<file path="src/hdl/postfix_stack_evaluator_top_defines.svh">
// Assertion macros shared by the postfix evaluator modules.
// Depends on signals named clock and reset in the module that uses them.
`ifndef POSTFIX_STACK_EVALUATOR_TOP_DEFINES_SVH
`define POSTFIX_STACK_EVALUATOR_TOP_DEFINES_SVH

// Clocked check, switched off while reset is high.
`define PSE_ASSERT(lbl, prop, msg) \
   lbl: assert property (@(posedge clock) disable iff (reset) (prop)) else $error(msg);

// Clocked check that also holds through reset.
`define PSE_ASSERT_ALWAYS(lbl, prop, msg) \
   lbl: assert property (@(posedge clock) (prop)) else $error(msg);

`endif

</file>
<file path="src/hdl/pse_pkg.sv">
// Shared types, widths and codes for the postfix evaluator.
// No dependencies; every other file but pse_ram and the macro header imports this package.
package pse_pkg;

   localparam int unsigned DATA_W              = 32;
   localparam int unsigned FUNC_W              = 3;
   localparam int unsigned STATUS_W            = 2;
   localparam int unsigned DEPTH_OUT_W         = 7;
   localparam int unsigned STACK_DEPTH_DEFAULT = 64;

   localparam logic [FUNC_W-1:0] FUNC_PUSH = 3'd0;
   localparam logic [FUNC_W-1:0] FUNC_ADD  = 3'd1;
   localparam logic [FUNC_W-1:0] FUNC_SUB  = 3'd2;
   localparam logic [FUNC_W-1:0] FUNC_MUL  = 3'd3;
   localparam logic [FUNC_W-1:0] FUNC_DIV  = 3'd4;
   localparam logic [FUNC_W-1:0] FUNC_POP  = 3'd5;

   localparam logic [STATUS_W-1:0] STATUS_OK      = 2'd0;
   localparam logic [STATUS_W-1:0] STATUS_UNDER   = 2'd1;
   localparam logic [STATUS_W-1:0] STATUS_DIVZERO = 2'd2;
   localparam logic [STATUS_W-1:0] STATUS_FULL    = 2'd3;

   typedef enum logic [1:0] {
      ST_IDLE,
      ST_LOAD,
      ST_DIV,
      ST_COMMIT
   } pse_state_type;

   typedef struct packed {
      logic accept;
      logic load;
      logic div_start;
      logic commit;
   } pse_cmd_type;

   typedef struct packed {
      logic is_div;
      logic div_done;
      logic rsp_free;
   } pse_status_type;

endpackage

</file>
<file path="src/hdl/pse_channels.sv">
// Valid/ready channel interfaces for the token input and the result output.
// Depends on pse_pkg for field widths.
interface pse_req_if;
   import pse_pkg::*;
   logic                     valid;
   logic                     ready;
   logic [FUNC_W-1:0]        func;
   logic signed [DATA_W-1:0] operand_value;

   modport source (output valid, output func, output operand_value, input ready);
   modport sink   (input valid, input func, input operand_value, output ready);
endinterface

interface pse_rsp_if;
   import pse_pkg::*;
   logic                     valid;
   logic                     ready;
   logic signed [DATA_W-1:0] top_value;
   logic [STATUS_W-1:0]      status;
   logic [DEPTH_OUT_W-1:0]   stack_depth;

   modport source (output valid, output top_value, output status, output stack_depth,
                   input ready);
   modport sink   (input valid, input top_value, input status, input stack_depth,
                   output ready);
endinterface

</file>
<file path="src/hdl/pse_ram.sv">
// Generic single-write, single-read RAM with registered read data.
// No dependencies.
module pse_ram #(
   parameter int unsigned WIDTH = 32,
   parameter int unsigned DEPTH = 64
) (
   input  logic                     clock,
   input  logic                     we,
   input  logic [$clog2(DEPTH)-1:0] waddr,
   input  logic [WIDTH-1:0]         wdata,
   input  logic                     re,
   input  logic [$clog2(DEPTH)-1:0] raddr,
   output logic [WIDTH-1:0]         rdata
);

   logic [WIDTH-1:0] mem [DEPTH];
   logic [WIDTH-1:0] rdata_ff;

   always_ff @(posedge clock) begin
      if (we) begin
         mem[waddr] <= wdata;
      end
      if (re) begin
         rdata_ff <= mem[raddr];
      end
   end

   assign rdata = rdata_ff;

endmodule

</file>
<file path="src/hdl/pse_divider.sv">
// Signed 32-bit divider, truncating toward zero, one restoring step per cycle.
// Depends on pse_pkg for DATA_W.
module pse_divider (
   input  logic                         clock,
   input  logic                         reset,
   input  logic                         start,
   input  logic [pse_pkg::DATA_W-1:0]   dividend,
   input  logic [pse_pkg::DATA_W-1:0]   divisor,
   output logic                         done,
   output logic [pse_pkg::DATA_W-1:0]   quotient
);
   import pse_pkg::*;

   localparam int unsigned CNT_W = $clog2(DATA_W);

   logic              busy_ff;
   logic              done_ff;
   logic [CNT_W-1:0]  count_ff;
   logic [DATA_W-1:0] rem_ff;
   logic [DATA_W-1:0] quo_ff;
   logic [DATA_W-1:0] dvs_ff;
   logic              neg_ff;
   logic [DATA_W:0]   shifted;
   logic [DATA_W:0]   diff;

   assign shifted = {rem_ff, quo_ff[DATA_W-1]};
   assign diff    = shifted - {1'b0, dvs_ff};

   always_ff @(posedge clock) begin
      if (reset) begin
         busy_ff <= 1'b0;
         done_ff <= 1'b0;
      end else begin
         done_ff <= busy_ff && (count_ff == CNT_W'(DATA_W - 1));
         if (start) begin
            busy_ff <= 1'b1;
         end else if (count_ff == CNT_W'(DATA_W - 1)) begin
            busy_ff <= 1'b0;
         end
      end
   end

   always_ff @(posedge clock) begin
      if (start) begin
         count_ff <= '0;
         rem_ff   <= '0;
         quo_ff   <= dividend[DATA_W-1] ? (~dividend + DATA_W'(1)) : dividend;
         dvs_ff   <= divisor[DATA_W-1] ? (~divisor + DATA_W'(1)) : divisor;
         neg_ff   <= dividend[DATA_W-1] ^ divisor[DATA_W-1];
      end else if (busy_ff) begin
         count_ff <= count_ff + CNT_W'(1);
         if (!diff[DATA_W]) begin
            rem_ff <= diff[DATA_W-1:0];
            quo_ff <= {quo_ff[DATA_W-2:0], 1'b1};
         end else begin
            rem_ff <= shifted[DATA_W-1:0];
            quo_ff <= {quo_ff[DATA_W-2:0], 1'b0};
         end
      end
   end

   assign done     = done_ff;
   assign quotient = neg_ff ? (~quo_ff + DATA_W'(1)) : quo_ff;

endmodule

</file>
<file path="src/hdl/pse_controller.sv">
// Sequencer for the postfix evaluator: accept, load, divide, commit.
// Depends on pse_pkg and the assertion macro header.
`include "postfix_stack_evaluator_top_defines.svh"

module pse_controller (
   input  logic                    clock,
   input  logic                    reset,
   input  logic                    req_valid,
   output logic                    req_ready,
   input  pse_pkg::pse_status_type st,
   output pse_pkg::pse_cmd_type    cmd
);
   import pse_pkg::*;

   pse_state_type state_ff;
   pse_state_type state_in;

   always_ff @(posedge clock) begin
      if (reset) begin
         state_ff <= ST_IDLE;
      end else begin
         state_ff <= state_in;
      end
   end

   always_comb begin
      state_in = state_ff;
      unique case (state_ff)
         ST_IDLE: begin
            if (req_valid) state_in = ST_LOAD;
         end
         ST_LOAD: begin
            state_in = st.is_div ? ST_DIV : ST_COMMIT;
         end
         ST_DIV: begin
            if (st.div_done) state_in = ST_COMMIT;
         end
         ST_COMMIT: begin
            if (st.rsp_free) state_in = ST_IDLE;
         end
         default: state_in = ST_IDLE;
      endcase
   end

   always_comb begin
      req_ready     = 1'b0;
      cmd           = '0;
      unique case (state_ff)
         ST_IDLE: begin
            req_ready  = 1'b1;
            cmd.accept = req_valid;
         end
         ST_LOAD: begin
            cmd.load      = 1'b1;
            cmd.div_start = st.is_div;
         end
         ST_DIV: begin
         end
         ST_COMMIT: begin
            cmd.commit = st.rsp_free;
         end
         default: begin
         end
      endcase
   end

   `PSE_ASSERT(a_accept_then_load, cmd.accept |=> state_ff == ST_LOAD, "transfer not followed by load")
   `PSE_ASSERT(a_commit_needs_slot, cmd.commit |-> st.rsp_free, "commit with result slot busy")
   `PSE_ASSERT(a_div_waits, (state_ff == ST_DIV && !st.div_done) |=> state_ff == ST_DIV, "left divide early")

endmodule

</file>
<file path="src/hdl/pse_datapath.sv">
// Operand stack, cached top, arithmetic and the result register.
// Depends on pse_pkg, pse_ram, pse_divider and the assertion macro header.
`include "postfix_stack_evaluator_top_defines.svh"

module pse_datapath #(
   parameter int unsigned STACK_DEPTH = pse_pkg::STACK_DEPTH_DEFAULT
) (
   input  logic                             clock,
   input  logic                             reset,
   input  pse_pkg::pse_cmd_type             cmd,
   output pse_pkg::pse_status_type          st,
   input  logic [pse_pkg::FUNC_W-1:0]       req_func,
   input  logic [pse_pkg::DATA_W-1:0]       req_operand,
   input  logic                             rsp_ready,
   output logic                             rsp_valid,
   output logic [pse_pkg::DATA_W-1:0]       rsp_value,
   output logic [pse_pkg::STATUS_W-1:0]     rsp_status,
   output logic [pse_pkg::DEPTH_OUT_W-1:0]  rsp_depth
);
   import pse_pkg::*;

   localparam int unsigned ADDR_W = $clog2(STACK_DEPTH);
   localparam int unsigned CNT_W  = $clog2(STACK_DEPTH + 1);

   logic [FUNC_W-1:0]      func_ff;
   logic [DATA_W-1:0]      opnd_ff;
   logic [CNT_W-1:0]       cnt_ff;
   logic [CNT_W-1:0]       cnt_in;
   logic [DATA_W-1:0]      top_ff;
   logic [DATA_W-1:0]      top_in;
   logic [DATA_W-1:0]      a_ff;
   logic [DATA_W-1:0]      res_ff;
   logic                   bzero_ff;
   logic                   rsp_valid_ff;
   logic [DATA_W-1:0]      rsp_value_ff;
   logic [STATUS_W-1:0]    rsp_status_ff;
   logic [DEPTH_OUT_W-1:0] rsp_depth_ff;

   logic [CNT_W-1:0]       cnt_m2;
   logic                   empty;
   logic                   short;
   logic                   full;
   logic [DATA_W-1:0]      rd_data;
   logic [DATA_W-1:0]      a_val;
   logic [DATA_W-1:0]      b_val;
   logic [DATA_W-1:0]      alu_res;
   logic                   div_done;
   logic [DATA_W-1:0]      div_quo;
   logic                   mem_we;
   logic [ADDR_W-1:0]      mem_waddr;
   logic [DATA_W-1:0]      mem_wdata;
   logic [DATA_W-1:0]      out_value;
   logic [STATUS_W-1:0]    out_status;

   assign cnt_m2 = cnt_ff - CNT_W'(2);
   assign empty  = (cnt_ff == '0);
   assign short  = (cnt_ff < CNT_W'(2));
   assign full   = (cnt_ff >= CNT_W'(STACK_DEPTH));

   // Second entry from the top is read on every transfer; the top lives in top_ff.
   pse_ram #(
      .WIDTH (DATA_W),
      .DEPTH (STACK_DEPTH)
   ) u_stack (
      .clock (clock),
      .we    (mem_we),
      .waddr (mem_waddr),
      .wdata (mem_wdata),
      .re    (cmd.accept),
      .raddr (cnt_m2[ADDR_W-1:0]),
      .rdata (rd_data)
   );

   // Missing operands read as all ones.
   assign a_val = short ? '1 : rd_data;
   assign b_val = empty ? '1 : top_ff;

   always_comb begin
      case (func_ff)
         FUNC_ADD: alu_res = a_val + b_val;
         FUNC_SUB: alu_res = a_val - b_val;
         default:  alu_res = a_val * b_val;
      endcase
   end

   pse_divider u_div (
      .clock    (clock),
      .reset    (reset),
      .start    (cmd.div_start),
      .dividend (a_val),
      .divisor  (b_val),
      .done     (div_done),
      .quotient (div_quo)
   );

   always_ff @(posedge clock) begin
      if (cmd.accept) begin
         func_ff <= req_func;
         opnd_ff <= req_operand;
      end
      if (cmd.load) begin
         a_ff     <= rd_data;
         res_ff   <= alu_res;
         bzero_ff <= (b_val == '0);
      end else if (div_done) begin
         res_ff <= bzero_ff ? '0 : div_quo;
      end
   end

   always_comb begin
      cnt_in     = cnt_ff;
      top_in     = top_ff;
      mem_we     = 1'b0;
      mem_waddr  = cnt_ff[ADDR_W-1:0];
      mem_wdata  = opnd_ff;
      out_value  = top_ff;
      out_status = STATUS_OK;
      case (func_ff) inside
         FUNC_PUSH: begin
            if (!full) begin
               mem_we    = 1'b1;
               top_in    = opnd_ff;
               cnt_in    = cnt_ff + CNT_W'(1);
               out_value = opnd_ff;
            end else begin
               out_status = STATUS_FULL;
            end
         end
         FUNC_ADD, FUNC_SUB, FUNC_MUL, FUNC_DIV: begin
            mem_we    = 1'b1;
            mem_wdata = res_ff;
            top_in    = res_ff;
            out_value = res_ff;
            if (short) begin
               cnt_in     = CNT_W'(1);
               mem_waddr  = '0;
               out_status = STATUS_UNDER;
            end else begin
               cnt_in    = cnt_ff - CNT_W'(1);
               mem_waddr = cnt_m2[ADDR_W-1:0];
               if (func_ff == FUNC_DIV && bzero_ff) out_status = STATUS_DIVZERO;
            end
         end
         FUNC_POP: begin
            if (empty) begin
               out_value  = '1;
               out_status = STATUS_UNDER;
            end else begin
               cnt_in = cnt_ff - CNT_W'(1);
               top_in = a_ff;
            end
         end
         default: begin
            if (empty) out_value = '0;
         end
      endcase
      if (!cmd.commit) mem_we = 1'b0;
   end

   always_ff @(posedge clock) begin
      if (reset) begin
         cnt_ff       <= '0;
         rsp_valid_ff <= 1'b0;
      end else begin
         if (cmd.commit) begin
            cnt_ff       <= cnt_in;
            rsp_valid_ff <= 1'b1;
         end else if (rsp_ready) begin
            rsp_valid_ff <= 1'b0;
         end
      end
   end

   always_ff @(posedge clock) begin
      if (cmd.commit) begin
         top_ff        <= top_in;
         rsp_value_ff  <= out_value;
         rsp_status_ff <= out_status;
         rsp_depth_ff  <= DEPTH_OUT_W'(cnt_in);
      end
   end

   assign st.is_div   = (func_ff == FUNC_DIV);
   assign st.div_done = div_done;
   assign st.rsp_free = !rsp_valid_ff || rsp_ready;

   assign rsp_valid  = rsp_valid_ff;
   assign rsp_value  = rsp_value_ff;
   assign rsp_status = rsp_status_ff;
   assign rsp_depth  = rsp_depth_ff;

   `PSE_ASSERT(a_commit_sets_valid, cmd.commit |=> rsp_valid_ff, "result not raised after commit")
   `PSE_ASSERT(a_count_bounded, cnt_ff <= CNT_W'(STACK_DEPTH), "entry count past stack depth")
   `PSE_ASSERT(a_count_on_commit, !cmd.commit |=> $stable(cnt_ff), "entry count moved without commit")

endmodule

</file>
<file path="src/hdl/postfix_stack_evaluator_top.sv">
// Top level of the postfix (RPN) stack evaluator.
// Depends on pse_pkg, pse_channels, pse_controller and pse_datapath.
//
//   Channel  Dir  Payload                            Transfer on
//   req_bus  in   func, operand_value                valid & ready
//   rsp_bus  out  top_value, status, stack_depth     valid & ready
//
// Push, pop, add, subtract, multiply and unused codes: the token passes through the
// load and commit states to the result register.
// Divide: the token passes through load, the 32-step divider and commit to the result register.
// One token is in flight at a time; the next is taken while a result waits.
// Reset clears the entry count and the sequencer; stack contents stay undefined.
// A stalled result holds in the output register; commit waits for its slot.
module postfix_stack_evaluator_top #(
   parameter int unsigned STACK_DEPTH = pse_pkg::STACK_DEPTH_DEFAULT
) (
   input  logic     clock,
   input  logic     reset,
   pse_req_if.sink   req_bus,
   pse_rsp_if.source rsp_bus
);
   import pse_pkg::*;

   pse_cmd_type    cmd;
   pse_status_type st;
   logic [DATA_W-1:0] rsp_value;

   // Sequencer: owns the input ready and steps each token through its phases.
   pse_controller u_ctrl (
      .clock     (clock),
      .reset     (reset),
      .req_valid (req_bus.valid),
      .req_ready (req_bus.ready),
      .st        (st),
      .cmd       (cmd)
   );

   // Stack storage, arithmetic and the output register.
   pse_datapath #(
      .STACK_DEPTH (STACK_DEPTH)
   ) u_dp (
      .clock       (clock),
      .reset       (reset),
      .cmd         (cmd),
      .st          (st),
      .req_func    (req_bus.func),
      .req_operand (req_bus.operand_value),
      .rsp_ready   (rsp_bus.ready),
      .rsp_valid   (rsp_bus.valid),
      .rsp_value   (rsp_value),
      .rsp_status  (rsp_bus.status),
      .rsp_depth   (rsp_bus.stack_depth)
   );

   assign rsp_bus.top_value = rsp_value;

endmodule

</file>
<file path="src/flat_wrapper.sv">
// flat-port wrapper written by rule: the top's interface ports become plain ports
module postfix_stack_evaluator_top_flat import pse_pkg::*;
#(
   parameter int unsigned STACK_DEPTH = pse_pkg::STACK_DEPTH_DEFAULT
)
  (clock, reset, req_bus_valid, req_bus_func, req_bus_operand_value, req_bus_ready, rsp_bus_valid, rsp_bus_top_value, rsp_bus_status, rsp_bus_stack_depth, rsp_bus_ready);
  pse_req_if req_bus_i ();
  pse_rsp_if rsp_bus_i ();
  input  logic clock;
  input  logic reset;
  input wire logic [$bits(req_bus_i.valid)-1:0] req_bus_valid;
  input wire logic [$bits(req_bus_i.func)-1:0] req_bus_func;
  input wire logic [$bits(req_bus_i.operand_value)-1:0] req_bus_operand_value;
  output wire logic [$bits(req_bus_i.ready)-1:0] req_bus_ready;
  output wire logic [$bits(rsp_bus_i.valid)-1:0] rsp_bus_valid;
  output wire logic [$bits(rsp_bus_i.top_value)-1:0] rsp_bus_top_value;
  output wire logic [$bits(rsp_bus_i.status)-1:0] rsp_bus_status;
  output wire logic [$bits(rsp_bus_i.stack_depth)-1:0] rsp_bus_stack_depth;
  input wire logic [$bits(rsp_bus_i.ready)-1:0] rsp_bus_ready;
  assign req_bus_i.valid = req_bus_valid;
  assign req_bus_i.func = req_bus_func;
  assign req_bus_i.operand_value = req_bus_operand_value;
  assign req_bus_ready = req_bus_i.ready;
  assign rsp_bus_valid = rsp_bus_i.valid;
  assign rsp_bus_top_value = rsp_bus_i.top_value;
  assign rsp_bus_status = rsp_bus_i.status;
  assign rsp_bus_stack_depth = rsp_bus_i.stack_depth;
  assign rsp_bus_i.ready = rsp_bus_ready;
  postfix_stack_evaluator_top #(.STACK_DEPTH(STACK_DEPTH)) u_core (.clock(clock), .reset(reset), .req_bus(req_bus_i), .rsp_bus(rsp_bus_i));
endmodule
</file>
<file path="config.mk">
export PLATFORM = sky130hd
export DESIGN_NAME = postfix_stack_evaluator_top_flat
export DESIGN_NICKNAME = d
export VERILOG_FILES = /design/src/hdl/pse_pkg.sv /design/src/hdl/pse_channels.sv /design/src/hdl/pse_ram.sv /design/src/hdl/pse_divider.sv /design/src/hdl/pse_controller.sv /design/src/hdl/pse_datapath.sv /design/src/hdl/postfix_stack_evaluator_top.sv /design/src/flat_wrapper.sv
export VERILOG_INCLUDE_DIRS = /design/src /design/src/hdl
export SDC_FILE = /design/constraint.sdc
export NUM_CORES = 2
export LEC_CHECK = 0
export BUFFER_PORTS_ARGS = -buffer_cell sky130_fd_sc_hd__buf_2
export CORE_MARGIN = 2
export CORE_UTILIZATION = 41
export CTS_CLUSTER_SIZE = 30
export DETAILED_ROUTE_END_ITERATION = 12
export MAX_ROUTING_LAYER = met4
export PLACE_DENSITY = 0.55
export RECOVER_POWER = 50
export SLEW_MARGIN = 5
export SYNTH_ARGS = -nofsm -noshare
export SYNTH_HDL_FRONTEND = slang
export SYNTH_SLANG_ARGS = --single-unit
</file>
<file path="constraint.sdc">
create_clock -name clock -period 11.8 [get_ports clock]
set_input_delay 1.77 -clock clock [delete_from_list [all_inputs] [get_ports clock]]
set_output_delay 1.77 -clock clock [all_outputs]
set_load 0.02 [all_outputs]
</file>
==> impl_metrics.py <==
metrics = {
    "critical_path": {
        "reg2reg_depth": 30,
        "critPathSlowestCell": "a211oi_1",
        "cp_slowest_stage_delay_ns": 0.57,
        "reg2reg_from": "u_core.u_dp.cnt_ff[1]",
        "cp-start-kind": "flip-flop",
        "r2r_setup_slack_ns": 1.29,
        "crit_top_cell": "fa_1",
        "arrival_ns": 11.10,
        "cp.required_ns": 12.39,
        "worstReg2RegEnd": "u_core.u_dp.res_ff[21]",
        "critPathMaxFanout": 35,
        "critPathCaptureType": "flip-flop",
        "crit_type": "reg2reg",
    },
    "timing": {
        "slew_violations": 2583,
        "finalHoldViolations": 0,
        "rsz0062_at_grt": "false",
        "min_period_ns": 10.51,
        "post-route-period-util_pct": 89.10,
        "fin_skew_ns": 0.06851,
        "relSlewSlack_pct": -150.8,
        "final-setup-viol-count": 0,
        "fmax_ghz": 0.09512,
        "fin_setup_tns_ns": 0,
        "worstMarginPinSlew_ns": 3.762,
    },
    "cts": {
        "clkSlewWorstSetupHoldPaths_ns": 0.07,
        "post_cts_buffers": 0,
        "ctsHtreeMaxLevel": 5,
        "cts_resized": 0,
        "cts_tree": "done",
        "cts_hold_buf": 0,
        "cts_made_buffers": 265,
        "cts_root_buffer": "clkbuf_16",
        "cts_max_path_buffers": 4,
        "clk_latency_ns": 0.93,
        "clock-sinks": 2367,
    },
    "synth": {
        "ys_async_sr_fraction_pct": 0,
        "synth-simple-area-share_pct": 5.412,
        "yosys.area.top_type": "edfxtp_1",
        "avgSynthCellArea_sq_um": 16.12,
        "synth_xor_area_share_pct": 1.723,
        "synth.area.top_cells": "edfxtp_1, mux4_2, fa_1",
        "synthFlopType": "edfxtp_1",
        "synth_warnings": 0,
        "syn_nets": 7673,
        "synth.yosys.seq_area_share_pct": 62.35,
        "synth_area_sq_um": 113200,
        "synth.distinct_cells": 95,
        "muxShareOfSynthArea_pct": 13.72,
        "synth-seq-cells": 2367,
        "yosys.area_share.adder_pct": 9.472,
        "yosys.area.top_type_share_pct": 61.49,
        "synth-edff-count": 2318,
        "synth_compound_area_share_pct": 4.388,
        "synth_top_family_by_area": "multiplexers",
        "synthTopCellsByCount": "edfxtp_1, mux4_2, nor2_1",
        "synth.most_common_cell": "edfxtp_1",
        "syn-instance-count": 7023,
    },
    "detailed_routing": {
        "wl_mm": 382.7,
        "vias": 66139,
        "avgRoutedWirePerCell_microns": 34.37,
        "via_per_inst": 5.940,
        "drc": 0,
        "drt-initial-drc-count": 7949,
        "drtAntennaViolNets": 0,
        "firstDrtPassIters": 6,
    },
    "global_route": {
        "grt_pass1_vias": 66376,
        "grt_pass1_wl_mm": 531.0,
        "grt_max_degree": 106,
        "overflow": 0,
        "grt_use_total_pct": 28.10,
        "antenna_found_initial": 32,
    },
    "hold_path": {
        "holdPathStages": 2,
        "holdCritStartpoint": "u_core.u_dp.u_div.rem_ff[7]",
        "min_to": "u_core.u_dp.u_div.rem_ff[7]",
        "hold_class": "reg2reg",
    },
    "finish": {
        "drive_gt1_share_pct": 19.07,
        "syn2layout_area_growth_pct": 12.74,
        "nets": 7884,
    },
    "place": {
        "place_hpwl_mm": 244.0,
        "port_buffers": 81,
        "place_congestion": 1.041,
    },
    "die": {
        "num_rows": 192,
        "io_pins": 82,
        "initial_core_util_pct": 41.30,
        "die_area_sq_um": 280300,
        "core-area_sq_um": 274100,
        "die_x_microns": 529.5,
        "die_h_microns": 529.5,
    },
    "outcome": {
        "status": "finished with violations",
        "violations": "capacitance limit, slew limit",
    },
    "run": {
        "max_cap_viol_count": 44,
    },
}
## metal layers
metal  track usage [%]  routed length [microns]  vias to the layer above
li1                  -                        -                    26964
met1             37.53                   155300                    35468
met2             43.38                   180100                     2974
met3             3.896                    28120                      733
met4             11.75                    19130                        0
met5                 -                        0                        -
## logic make-up (layout without fill, tap and decap cells)
family                   count (synthesis)  after routing
AO/OA/AOI/OAI                          800            800
XOR/XNOR                               218            218
adder cells (fa/ha/maj)                611            611
buffers and inverters                  874           1286
flip-flops                            2367           2367
multiplexers                           728            728
other                                    0             13
AND/OR/NAND/NOR                       1425           1425
## critical path, delay by kind of cell (launching register included)
family | cells | cell delay [ns]
and+or+nand+nor | 5 | 1.32
buffers and inverters | 6 | 1.14
muxes | 1 | 0.53
AOI/OAI and AO/OA | 7 | 1.87
DFF | 1 | 0.51
adders and majority gates | 10 | 4.55
xor gates and xnor gates | 1 | 0.24
## final cells by class
class                   count  area (sq um)
clock buffers             340          7018
well taps                3686          4612
multi-input cells        3782         39970
fillers                 23773        146500
flip-flops and latches   2367         70600
repair buffers            325          2171
clock inverters           128          1384
inverters                 493          1851
diodes                     13         32.53
## registers in the layout, indices dropped and copies added (netlist names), 2 cells and up
name and flops:
u_core.u_dp.u_stack.mem 2048, u_core.u_dp.res_ff 32, u_core.u_dp.u_stack.rdata 32, u_core.u_dp.cnt_ff 7, u_core.u_dp.u_div.dvs_ff 32, u_core.u_dp.func_ff 3, u_core.u_dp.rsp_status 2, u_core.u_dp.u_div.quo_ff 32
u_core.u_dp.top_ff 32, u_core.u_dp.u_div.rem_ff 32, u_core.u_dp.rsp_depth 7, u_core.u_dp.opnd_ff 32, u_core.u_dp.rsp_value 32, u_core.u_ctrl.state_ff 2, u_core.u_dp.a_ff 32, u_core.u_dp.u_div.count_ff 5
## through the flow
stage / hold WS [ns] / setup WS (ns) / cells / instance area (sq um) / utilization, %
floorplan: 0.4410 / 2.162 / 7023 / 113200 / -
global placement: 0.4732 / 1.491 / 10653 / 119400 / 43.57
detailed placement: 0.4767 / 1.485 / 10653 / 119400 / 43.58
CTS: 0.4854 / 1.470 / 11121 / 127800 / 46.64
global route: 0.5012 / 0.8927 / 11127 / 127600 / 46.56
finish: 0.4820 / 1.287 / 11134 / 127600 / 46.56
## layout by cell type, fill, tap and decap left out, types with 30 or more instances in the layout
cell	count
fa_1	410
o21ai_0	221
a211oi_1	65
nor2_4	67
nor2_1	551
a21oi_1	214
clkbuf_1	152
edfxtp_1	2318
clkinv_1	55
xnor2_1	133
clkbuf_16	269
mux2i_1	64
buf_4	199
nand3_1	30
nand2b_1	34
buf_2	33
inv_1	477
ha_1	200
nor3_1	43
dfxtp_1	46
o31ai_1	44
a21o_1	43
mux4_2	658
xor2_1	78
nand2_1	505
## worst max-delay path by stage
stage / from / to / slack (ns) / cells after the start
after floorplan: u_core.u_dp.cnt_ff[1] / u_core.u_dp.res_ff[28] / 2.16 / 36
after global placement: u_core.u_dp.cnt_ff[1] / u_core.u_dp.res_ff[21] / 1.49 / 30
after detailed placement: u_core.u_dp.cnt_ff[1] / u_core.u_dp.res_ff[21] / 1.48 / 30
after CTS: u_core.u_dp.cnt_ff[1] / u_core.u_dp.res_ff[21] / 1.47 / 30
after global routing: u_core.u_dp.cnt_ff[1] / u_core.u_dp.res_ff[21] / 0.89 / 30
final: u_core.u_dp.cnt_ff[1] / u_core.u_dp.res_ff[21] / 1.29 / 30
Power is left out: the tool's default activity adds up to more than one toggle a clock period on the data nets, which glitch-free logic cannot reach.
